===== config.mk =====
export PLATFORM = sky130hd
export DESIGN_NAME = perf_event_counter_bank
export DESIGN_NICKNAME = d
export VERILOG_FILES = /design/src/rtl/pec_pkg.sv /design/src/rtl/pec_incr.sv /design/src/rtl/pec_bank.sv /design/src/rtl/perf_event_counter_bank.sv
export SDC_FILE = /design/constraint.sdc
export NUM_CORES = 2
export LEC_CHECK = 0
export BUFFER_PORTS_ARGS = -buffer_cell sky130_fd_sc_hd__buf_2
export CAP_MARGIN = 10
export CELL_PAD_IN_SITES_DETAIL_PLACEMENT = 1
export CELL_PAD_IN_SITES_GLOBAL_PLACEMENT = 2
export CORE_ASPECT_RATIO = 0.8
export CORE_MARGIN = 2
export CORE_UTILIZATION = 40
export CTS_BUF_LIST = sky130_fd_sc_hd__clkbuf_16
export CTS_CLUSTER_DIAMETER = 30
export DETAILED_ROUTE_END_ITERATION = 8
export PLACE_DENSITY = 0.88
export RECOVER_POWER = 50
export SETUP_SLACK_MARGIN = 0.4
export SLEW_MARGIN = 20
export SYNTH_ARGS = -nofsm -noshare
export SYNTH_HDL_FRONTEND = slang
export SYNTH_SLANG_ARGS = --single-unit

===== constraint.sdc =====
create_clock -name clock -period 17.4 [get_ports clock]
set_clock_uncertainty 0.1 [all_clocks]
set_input_delay 2.61 -clock clock [delete_from_list [all_inputs] [get_ports clock]]
set_output_delay 2.61 -clock clock [all_outputs]
set_load 0.005 [all_outputs]

===== src/rtl/pec_pkg.sv =====
package pec_pkg;

   localparam int NUM_CNT   = 16;
   localparam int CNT_IDX_W = 4;
   localparam int INC_W     = 22;   // widest single-item increment (access cycle charge)
   localparam int CFG_W     = 16;
   localparam int CSR_IDX_W = 4;
   localparam int RSP_W     = 64;

   // event opcodes
   localparam logic [3:0] OP_FETCH      = 4'd0;
   localparam logic [3:0] OP_READ       = 4'd1;
   localparam logic [3:0] OP_WRITE      = 4'd2;
   localparam logic [3:0] OP_TLB_HIT    = 4'd3;
   localparam logic [3:0] OP_TLB_MISS   = 4'd4;
   localparam logic [3:0] OP_RETIRE     = 4'd5;
   localparam logic [3:0] OP_EXC_FLUSH  = 4'd6;
   localparam logic [3:0] OP_READ_CNT   = 4'd7;
   localparam logic [3:0] OP_CLEAR      = 4'd8;

   // counter slots
   localparam logic [CNT_IDX_W-1:0] IX_CYCLES    = 4'd0;
   localparam logic [CNT_IDX_W-1:0] IX_RETIRED   = 4'd1;
   localparam logic [CNT_IDX_W-1:0] IX_FLUSHES   = 4'd2;
   localparam logic [CNT_IDX_W-1:0] IX_STALLS    = 4'd3;
   localparam logic [CNT_IDX_W-1:0] IX_FETCHES   = 4'd4;
   localparam logic [CNT_IDX_W-1:0] IX_READS     = 4'd5;
   localparam logic [CNT_IDX_W-1:0] IX_WRITES    = 4'd6;
   localparam logic [CNT_IDX_W-1:0] IX_IHITS     = 4'd7;
   localparam logic [CNT_IDX_W-1:0] IX_IMISSES   = 4'd8;
   localparam logic [CNT_IDX_W-1:0] IX_DHITS     = 4'd9;
   localparam logic [CNT_IDX_W-1:0] IX_DMISSES   = 4'd10;
   localparam logic [CNT_IDX_W-1:0] IX_EVICTS    = 4'd11;
   localparam logic [CNT_IDX_W-1:0] IX_TLBHITS   = 4'd12;
   localparam logic [CNT_IDX_W-1:0] IX_TLBMISSES = 4'd13;
   localparam logic [CNT_IDX_W-1:0] IX_BRANCHES  = 4'd14;
   localparam logic [CNT_IDX_W-1:0] IX_REDIRECTS = 4'd15;

   // configuration register indexes
   localparam logic [CSR_IDX_W-1:0] CSR_HIT_COST      = 4'd0;
   localparam logic [CSR_IDX_W-1:0] CSR_MISS_PENALTY  = 4'd1;
   localparam logic [CSR_IDX_W-1:0] CSR_EVICT_PENALTY = 4'd2;
   localparam logic [CSR_IDX_W-1:0] CSR_TLB_PENALTY   = 4'd3;

   typedef struct packed {
      logic [3:0]  opcode;
      logic [3:0]  line_hits;
      logic [3:0]  line_misses;
      logic [3:0]  dirty_evicts;
      logic        is_control_flow;
      logic        was_redirected;
      logic [15:0] step_total_cycles;
      logic [15:0] step_stall_cycles;
      logic        step_flushed;
      logic [3:0]  counter_select;
   } item_type;

   typedef struct packed {
      logic [CFG_W-1:0] hit_cost;
      logic [CFG_W-1:0] miss_penalty;
      logic [CFG_W-1:0] evict_penalty;
      logic [CFG_W-1:0] tlb_penalty;
   } cfg_type;

   typedef struct packed {
      logic                 read;
      logic                 clear;
      logic [CNT_IDX_W-1:0] sel;
   } bank_ctrl_type;

   typedef logic [INC_W-1:0] incr_type;

endpackage


===== src/rtl/pec_incr.sv =====
module pec_incr
   import pec_pkg::*;
(
   input  item_type      item,
   input  cfg_type       cfg,
   output incr_type      incr [NUM_CNT],
   output bank_ctrl_type ctrl
);

   logic [19:0]      hit_part;
   logic [20:0]      miss_part;
   logic [19:0]      evict_part;
   logic [20:0]      miss_stall;
   logic [INC_W-1:0] access_total;
   logic [20:0]      access_stall;

   always_comb begin
      hit_part     = 20'(item.line_hits) * 20'(cfg.hit_cost);
      miss_part    = 21'(item.line_misses)
                   * (21'(cfg.hit_cost) + 21'(cfg.miss_penalty));
      evict_part   = 20'(item.dirty_evicts) * 20'(cfg.evict_penalty);
      miss_stall   = 21'(item.line_misses) * 21'(cfg.miss_penalty);
      access_total = INC_W'(hit_part) + INC_W'(miss_part) + INC_W'(evict_part);
      access_stall = miss_stall + 21'(evict_part);
   end

   always_comb begin
      for (int i = 0; i < NUM_CNT; i++) begin
         incr[i] = '0;
      end
      ctrl.read  = 1'b0;
      ctrl.clear = 1'b0;
      ctrl.sel   = item.counter_select;

      case (item.opcode)
         OP_FETCH, OP_READ, OP_WRITE: begin
            if (item.opcode == OP_FETCH) begin
               incr[IX_FETCHES] = INC_W'(1);
               incr[IX_IHITS]   = INC_W'(item.line_hits);
               incr[IX_IMISSES] = INC_W'(item.line_misses);
            end else begin
               if (item.opcode == OP_READ) begin
                  incr[IX_READS] = INC_W'(1);
               end else begin
                  incr[IX_WRITES] = INC_W'(1);
               end
               incr[IX_DHITS]   = INC_W'(item.line_hits);
               incr[IX_DMISSES] = INC_W'(item.line_misses);
            end
            incr[IX_EVICTS] = INC_W'(item.dirty_evicts);
            incr[IX_CYCLES] = access_total;
            incr[IX_STALLS] = INC_W'(access_stall);
         end
         OP_TLB_HIT: begin
            incr[IX_TLBHITS] = INC_W'(1);
         end
         OP_TLB_MISS: begin
            incr[IX_TLBMISSES] = INC_W'(1);
            incr[IX_STALLS]    = INC_W'(cfg.tlb_penalty);
            incr[IX_CYCLES]    = INC_W'(cfg.tlb_penalty);
         end
         OP_RETIRE: begin
            incr[IX_RETIRED]   = INC_W'(1);
            incr[IX_CYCLES]    = INC_W'(item.step_total_cycles);
            incr[IX_STALLS]    = INC_W'(item.step_stall_cycles);
            incr[IX_FLUSHES]   = INC_W'(item.step_flushed);
            incr[IX_BRANCHES]  = INC_W'(item.is_control_flow);
            // a redirect only counts on a branch
            incr[IX_REDIRECTS] = INC_W'(item.is_control_flow & item.was_redirected);
         end
         OP_EXC_FLUSH: begin
            incr[IX_CYCLES]  = INC_W'(item.step_total_cycles);
            incr[IX_STALLS]  = INC_W'(item.step_stall_cycles);
            incr[IX_FLUSHES] = INC_W'(1);
         end
         OP_READ_CNT: begin
            ctrl.read = 1'b1;
         end
         OP_CLEAR: begin
            ctrl.clear = 1'b1;
         end
         default: begin
            ctrl.read = 1'b0;
         end
      endcase
   end

endmodule


===== src/rtl/pec_bank.sv =====
module pec_bank
   import pec_pkg::*;
#(
   parameter int COUNTER_WIDTH = 64
)
(
   input  logic                     clock,
   input  logic                     reset,
   input  logic                     en,
   input  incr_type                 incr [NUM_CNT],
   input  bank_ctrl_type            ctrl,
   output logic [COUNTER_WIDTH-1:0] read_data
);

   logic [COUNTER_WIDTH-1:0] counters_ff [NUM_CNT];
   logic [COUNTER_WIDTH-1:0] counters_in [NUM_CNT];

   always_comb begin
      for (int i = 0; i < NUM_CNT; i++) begin
         if (ctrl.clear) begin
            counters_in[i] = '0;
         end else begin
            // wraps at the counter width
            counters_in[i] = counters_ff[i] + COUNTER_WIDTH'(incr[i]);
         end
      end
   end

   always_ff @(posedge clock) begin
      if (reset) begin
         for (int i = 0; i < NUM_CNT; i++) begin
            counters_ff[i] <= '0;
         end
      end else if (en) begin
         counters_ff <= counters_in;
      end
   end

   assign read_data = counters_ff[ctrl.sel];

endmodule


===== src/rtl/perf_event_counter_bank.sv =====
// Path: an accepted item is held in the input register; when the result register is free
// or being drained, the item's result is loaded there and rsp_valid rises with it.
// Throughput: one item per cycle unless a full result register stalls; the counter bank
// updates all sixteen counters in the cycle an item leaves the input register.
// Reset: synchronous; clears every counter, empties both registers and loads the cost
// registers with hit cost 1 and all penalties 0.
module perf_event_counter_bank
   import pec_pkg::*;
#(
   parameter int COUNTER_WIDTH = 64
)
(
   input  logic                 clock,
   input  logic                 reset,

   input  logic                 req_valid,
   output logic                 req_ready,
   input  logic [3:0]           req_opcode,
   input  logic [3:0]           req_line_hits,
   input  logic [3:0]           req_line_misses,
   input  logic [3:0]           req_dirty_evicts,
   input  logic                 req_is_control_flow,
   input  logic                 req_was_redirected,
   input  logic [15:0]          req_step_total_cycles,
   input  logic [15:0]          req_step_stall_cycles,
   input  logic                 req_step_flushed,
   input  logic [3:0]           req_counter_select,

   output logic                 rsp_valid,
   input  logic                 rsp_ready,
   output logic [RSP_W-1:0]     rsp_counter_value,

   input  logic                 csr_wr_en,
   input  logic [CSR_IDX_W-1:0] csr_index,
   input  logic [CFG_W-1:0]     csr_wr_data
);

   item_type                 item_ff, item_in;
   logic                     item_valid_ff, item_valid_in;
   logic                     rsp_valid_ff, rsp_valid_in;
   logic [RSP_W-1:0]         rsp_value_ff, rsp_value_in;
   cfg_type                  cfg_ff, cfg_in;

   logic                     req_accept;
   logic                     adv;
   incr_type                 incr [NUM_CNT];
   bank_ctrl_type            ctrl;
   logic [COUNTER_WIDTH-1:0] read_data;

   // move the held item on whenever the result register is free or being drained
   assign adv        = item_valid_ff && (!rsp_valid_ff || rsp_ready);
   assign req_ready  = !item_valid_ff || adv;
   assign req_accept = req_valid && req_ready;

   always_comb begin
      item_in = item_ff;
      if (req_accept) begin
         item_in.opcode            = req_opcode;
         item_in.line_hits         = req_line_hits;
         item_in.line_misses       = req_line_misses;
         item_in.dirty_evicts      = req_dirty_evicts;
         item_in.is_control_flow   = req_is_control_flow;
         item_in.was_redirected    = req_was_redirected;
         item_in.step_total_cycles = req_step_total_cycles;
         item_in.step_stall_cycles = req_step_stall_cycles;
         item_in.step_flushed      = req_step_flushed;
         item_in.counter_select    = req_counter_select;
      end
   end

   always_comb begin
      if (req_accept) begin
         item_valid_in = 1'b1;
      end else if (adv) begin
         item_valid_in = 1'b0;
      end else begin
         item_valid_in = item_valid_ff;
      end
   end

   always_comb begin
      if (adv) begin
         rsp_valid_in = 1'b1;
         rsp_value_in = ctrl.read ? RSP_W'(read_data) : '0;
      end else begin
         rsp_valid_in = rsp_valid_ff && !rsp_ready;
         rsp_value_in = rsp_value_ff;
      end
   end

   always_comb begin
      cfg_in = cfg_ff;
      if (csr_wr_en) begin
         case (csr_index)
            CSR_HIT_COST:      cfg_in.hit_cost      = csr_wr_data;
            CSR_MISS_PENALTY:  cfg_in.miss_penalty  = csr_wr_data;
            CSR_EVICT_PENALTY: cfg_in.evict_penalty = csr_wr_data;
            CSR_TLB_PENALTY:   cfg_in.tlb_penalty   = csr_wr_data;
            default:           cfg_in = cfg_ff;
         endcase
      end
   end

   always_ff @(posedge clock) begin
      if (reset) begin
         item_valid_ff        <= 1'b0;
         rsp_valid_ff         <= 1'b0;
         cfg_ff.hit_cost      <= CFG_W'(1);
         cfg_ff.miss_penalty  <= '0;
         cfg_ff.evict_penalty <= '0;
         cfg_ff.tlb_penalty   <= '0;
      end else begin
         item_valid_ff <= item_valid_in;
         rsp_valid_ff  <= rsp_valid_in;
         cfg_ff        <= cfg_in;
      end
   end

   always_ff @(posedge clock) begin
      item_ff      <= item_in;
      rsp_value_ff <= rsp_value_in;
   end

   pec_incr u_incr (
      .item (item_ff),
      .cfg  (cfg_ff),
      .incr (incr),
      .ctrl (ctrl)
   );

   pec_bank #(
      .COUNTER_WIDTH (COUNTER_WIDTH)
   ) u_bank (
      .clock     (clock),
      .reset     (reset),
      .en        (adv),
      .incr      (incr),
      .ctrl      (ctrl),
      .read_data (read_data)
   );

   assign rsp_valid         = rsp_valid_ff;
   assign rsp_counter_value = rsp_value_ff;

   a_adv_loads_rsp: assert property (@(posedge clock) disable iff (reset)
      adv |=> rsp_valid)
      else $error("item advanced but no result presented");

   a_no_bubble: assert property (@(posedge clock) disable iff (reset)
      item_valid_ff && !rsp_valid_ff |-> adv)
      else $error("held item stalled with result register empty");

   a_non_read_zero: assert property (@(posedge clock) disable iff (reset)
      adv && item_ff.opcode != OP_READ_CNT |=> rsp_counter_value == '0)
      else $error("non-read item returned a nonzero value");

   a_read_after_clear: assert property (@(posedge clock) disable iff (reset)
      adv && item_ff.opcode == OP_CLEAR ##1 adv && item_ff.opcode == OP_READ_CNT
      |=> rsp_counter_value == '0)
      else $error("read straight after clear returned a nonzero value");

endmodule

==> impl_metrics.env <==
export IMPL_status="finished with violations"
export IMPL_violations="max-capacitance violations, max-slew violations"
export IMPL_crit_arrival_ns=12.22
export IMPL_die_w_microns=475.3
export IMPL_worst_setup_path_end_kind="flop"
export IMPL_routed_wl_microns=251200
export IMPL_drt_iter0_drc=5659
export IMPL_grt_pass1_wl_microns=385000
export IMPL_r2r_end="u_bank.counters_ff[1003]"
export IMPL_synth_avg_cell_area_sq_um=9.210
export IMPL_cts_sinks=1209
export IMPL_ant_nets=0
export IMPL_post_cts_resized=0
export IMPL_synthCells=7716
export IMPL_post_cts_buffers=0
export IMPL_path_cells="clkbuf_1 -> nand2b_1 -> nand2_1 -> clkinvlp_2 -> a21o_1 -> clkbuf_1 -> buf_4 -> nor2_1"
export IMPL_synth_area_sq_um=71070
export IMPL_worst_pin_slew_ns=3.818
export IMPL_drive_gt1_frac=0.1281
export IMPL_crit_type="in2reg"
export IMPL_setup_viol=0
export IMPL_grt_usage=0.2749
export IMPL_grt_setup_unrepaired="false"
export IMPL_cts_hold_buf=0
export IMPL_final_common_cell="dfxtp_1"
export IMPL_period_share=0.6680
export IMPL_crit_path_start_kind="input port"
export IMPL_reg2reg_slack_ns=5.98
export IMPL_synth_adder_area_share=0.08549
export IMPL_p_leak_nw=31.63
export IMPL_cts_buffer_depth=4
export IMPL_synthTopCellsByArea="dfxtp_1, mux4_2, xor2_1, nor2_1, edfxtp_1"
export IMPL_critPathBufInv=4
export IMPL_timing_slew_headroom=-1.545
export IMPL_clockRootBuffer="clkbuf_16"
export IMPL_cpPeakStageDelay_ns=2.82
export IMPL_via_per_inst=5.808
export IMPL_async_flop_share=0
export IMPL_pwr_density_cell_nw_per_um2=104.8
export IMPL_grt_max_degree=213
export IMPL_path_max_fanout=82
export IMPL_vias=61201
export IMPL_hold_path_endpoint="u_bank.counters_ff[804]"
export IMPL_grt_ovfl_total=0
export IMPL_layout_common_cells="dfxtp_1, nor2_1, nand2_1, xor2_1, inv_1"
export IMPL_syn_nets=8176
export IMPL_maxCapViolations=15
export IMPL_synth_edff_count=119
export IMPL_antenna_found_initial=30
export IMPL_cpMaxStageDelayCell="clkbuf_1"
export IMPL_post_drt_wl_per_cell_microns=23.84
export IMPL_synth_largest_area_cell="dfxtp_1"
export IMPL_reg2regPathDepth=40
export IMPL_holdWs_ns=0.3821
export IMPL_layout_nets=8383
export IMPL_yosys_area_share_simple=0.2288
export IMPL_final_core_util=0.4770
export IMPL_cts_tree="built"
export IMPL_drcViolationCount=0
export IMPL_areaGrowthSynthToFinish_pct=18.54
export IMPL_ir_worst_vdd_uv=73.94
export IMPL_finalCriticalPeriod_ns=11.62
export IMPL_cp_required_ns=17.99
export IMPL_synth_flop_cell="dfxtp_1"
export IMPL_yosys_mux_area_fraction=0.1065
export IMPL_final_max_slew_viol_count=770
export IMPL_timing_rr_start="cfg_ff[48]"
export IMPL_clkTransAtPathRegs_ns=0.04
export IMPL_synth_seq_cells=1209
export IMPL_timing_fmax_mhz=86.04
export IMPL_cp_top_family="buffers and inverters"
export IMPL_seq_area_frac_synth=0.3573
export IMPL_hpwl_microns=181400
export IMPL_synth_top_area_frac=0.3070
export IMPL_hold_viol=0
export IMPL_synth_top_family_by_area="simple AND/OR/NAND/NOR gates"
export IMPL_rows=138
export IMPL_worstSkewPairLatency_ns=0.94
export IMPL_ys_warn_count=0
export IMPL_worstHoldStart="u_bank.counters_ff[804]"
export IMPL_whs_path_depth=2
export IMPL_critPathLaunch="rsp_ready"
export IMPL_hold_path_class="reg2reg"
export IMPL_die_h_microns=381.0
export IMPL_worst_slack_ns=5.777
export IMPL_die_area_sq_um=181100
export IMPL_synth_compound_area_frac=0.07586
export IMPL_crit_top_cell="clkbuf_1"
export IMPL_synth_xor_area_frac=0.1065
export IMPL_initial_core_util=0.4023
export IMPL_core_area_sq_um=176600
export IMPL_place_gp_congestion=0.9429
export IMPL_cts_max_level=5
export IMPL_grt_pass1_vias=62644
export IMPL_io_buffers=145
export IMPL_synthDistinctLibCells=94
export IMPL_numCtsBuffers=305
export IMPL_place_ws_ns=6.245
export IMPL_drt_pass1_iterations=6
export IMPL_fin_setup_tns_ns=0
export IMPL_boundaryPins=146
-- worst max-delay path by stage --
stage / endpoint / slack, ns / cells after the start
4_1_cts: u_bank.counters_ff[999] / 6.17 / 40
3_3_place_gp: u_bank.counters_ff[1003] / 6.42 / 40
5_1_grt: u_bank.counters_ff[739] / 5.20 / 8
6_report: u_bank.counters_ff[880] / 5.78 / 8
3_5_place_dp: u_bank.counters_ff[1003] / 6.24 / 40
2_1_floorplan: u_bank.counters_ff[1006] / 7.86 / 43
-- metal layers --
metal / share of wire / global-route usage / routed length, microns
met5: 0.00016 / 0 / 39
met4: 0.033 / 0.09082 / 8193
met3: 0.079 / 0.04772 / 19850
met2: 0.43 / 0.4029 / 107500
met1: 0.46 / 0.4062 / 115600
-- synthesized netlist by cell type (10+ instances only) --
master / n
a21o_1: 47
mux2i_1: 36
or4_1: 26
xor2_1: 543
a31o_2: 10
nor3_1: 127
mux4_2: 319
and3_1: 151
or2_2: 22
o21ai_0: 234
o211ai_1: 22
a22oi_1: 76
and2_1: 179
o31ai_1: 18
dfxtp_1: 1090
a211oi_1: 17
a22o_1: 17
o2111ai_1: 11
fa_1: 176
nor2b_1: 96
nand2_1: 684
o21bai_1: 17
nand4_1: 196
nand3_1: 320
a21oi_1: 311
edfxtp_1: 119
nor4b_1: 10
or3_1: 180
nor4_1: 51
nor2_1: 1069
ha_1: 204
buf_1: 33
and4_1: 88
clkbuf_1: 275
o21a_1: 13
nand2b_1: 29
xnor2_1: 321
inv_1: 411
a31oi_1: 19
-- flip-flops by register name, summed over array words and instances (netlist names) --
signal / flops
cfg_ff: 64
item_valid_ff: 1
item_ff: 55
rsp_valid: 1
u_bank.counters_ff: 1024
rsp_counter_value: 64
-- report_power, final --
part | internal (mW) | switching, mW | leakage (nW)
sequential | 2.84 | 0.0236 | 9.91
clock | 3.83 | 1.78 | 4.95
combinational | 0.108 | 0.242 | 16.8
-- worst reg2reg max path: cells and delay by family (launching register included) --
kind	cells	cell delay [ns]
AND/OR/NAND/NOR	11	1.75
flip-flops	1	0.42
XOR/XNOR	1	0.16
AO/OA/AOI/OAI	13	4.17
adder cells (fa/ha/maj)	10	4.37
buffers and inverters	5	0.29
-- final cells by class --
class	count	area, sq um
repair buffers	223	1325
multi-input cells	5772	42920
clock inverters	221	2253
flip-flops and latches	1209	25390
well taps	2380	2978
inverters	412	1548
fillers	19841	92390
diodes	9	22.52
clock buffers	312	7807
-- cells by family after synthesis --
family | after synthesis
flops | 1209
buf+inv | 735
compound gates | 880
simple gates | 3292
fa+ha+maj | 380
xor+xnor | 864
mux | 356
-- stage by stage --
step | total power [mW] | cells | cell area (sq um)
2_1_floorplan | 3.127 | 7716 | 71070
3_3_place_gp | 3.251 | 9993 | 74200
3_5_place_dp | 3.258 | 9993 | 74200
4_1_cts | 8.882 | 10526 | 84260
5_1_grt | 9.073 | 10529 | 84220
6_report | 8.828 | 10538 | 84250
Power figures use the tool's default switching activity.
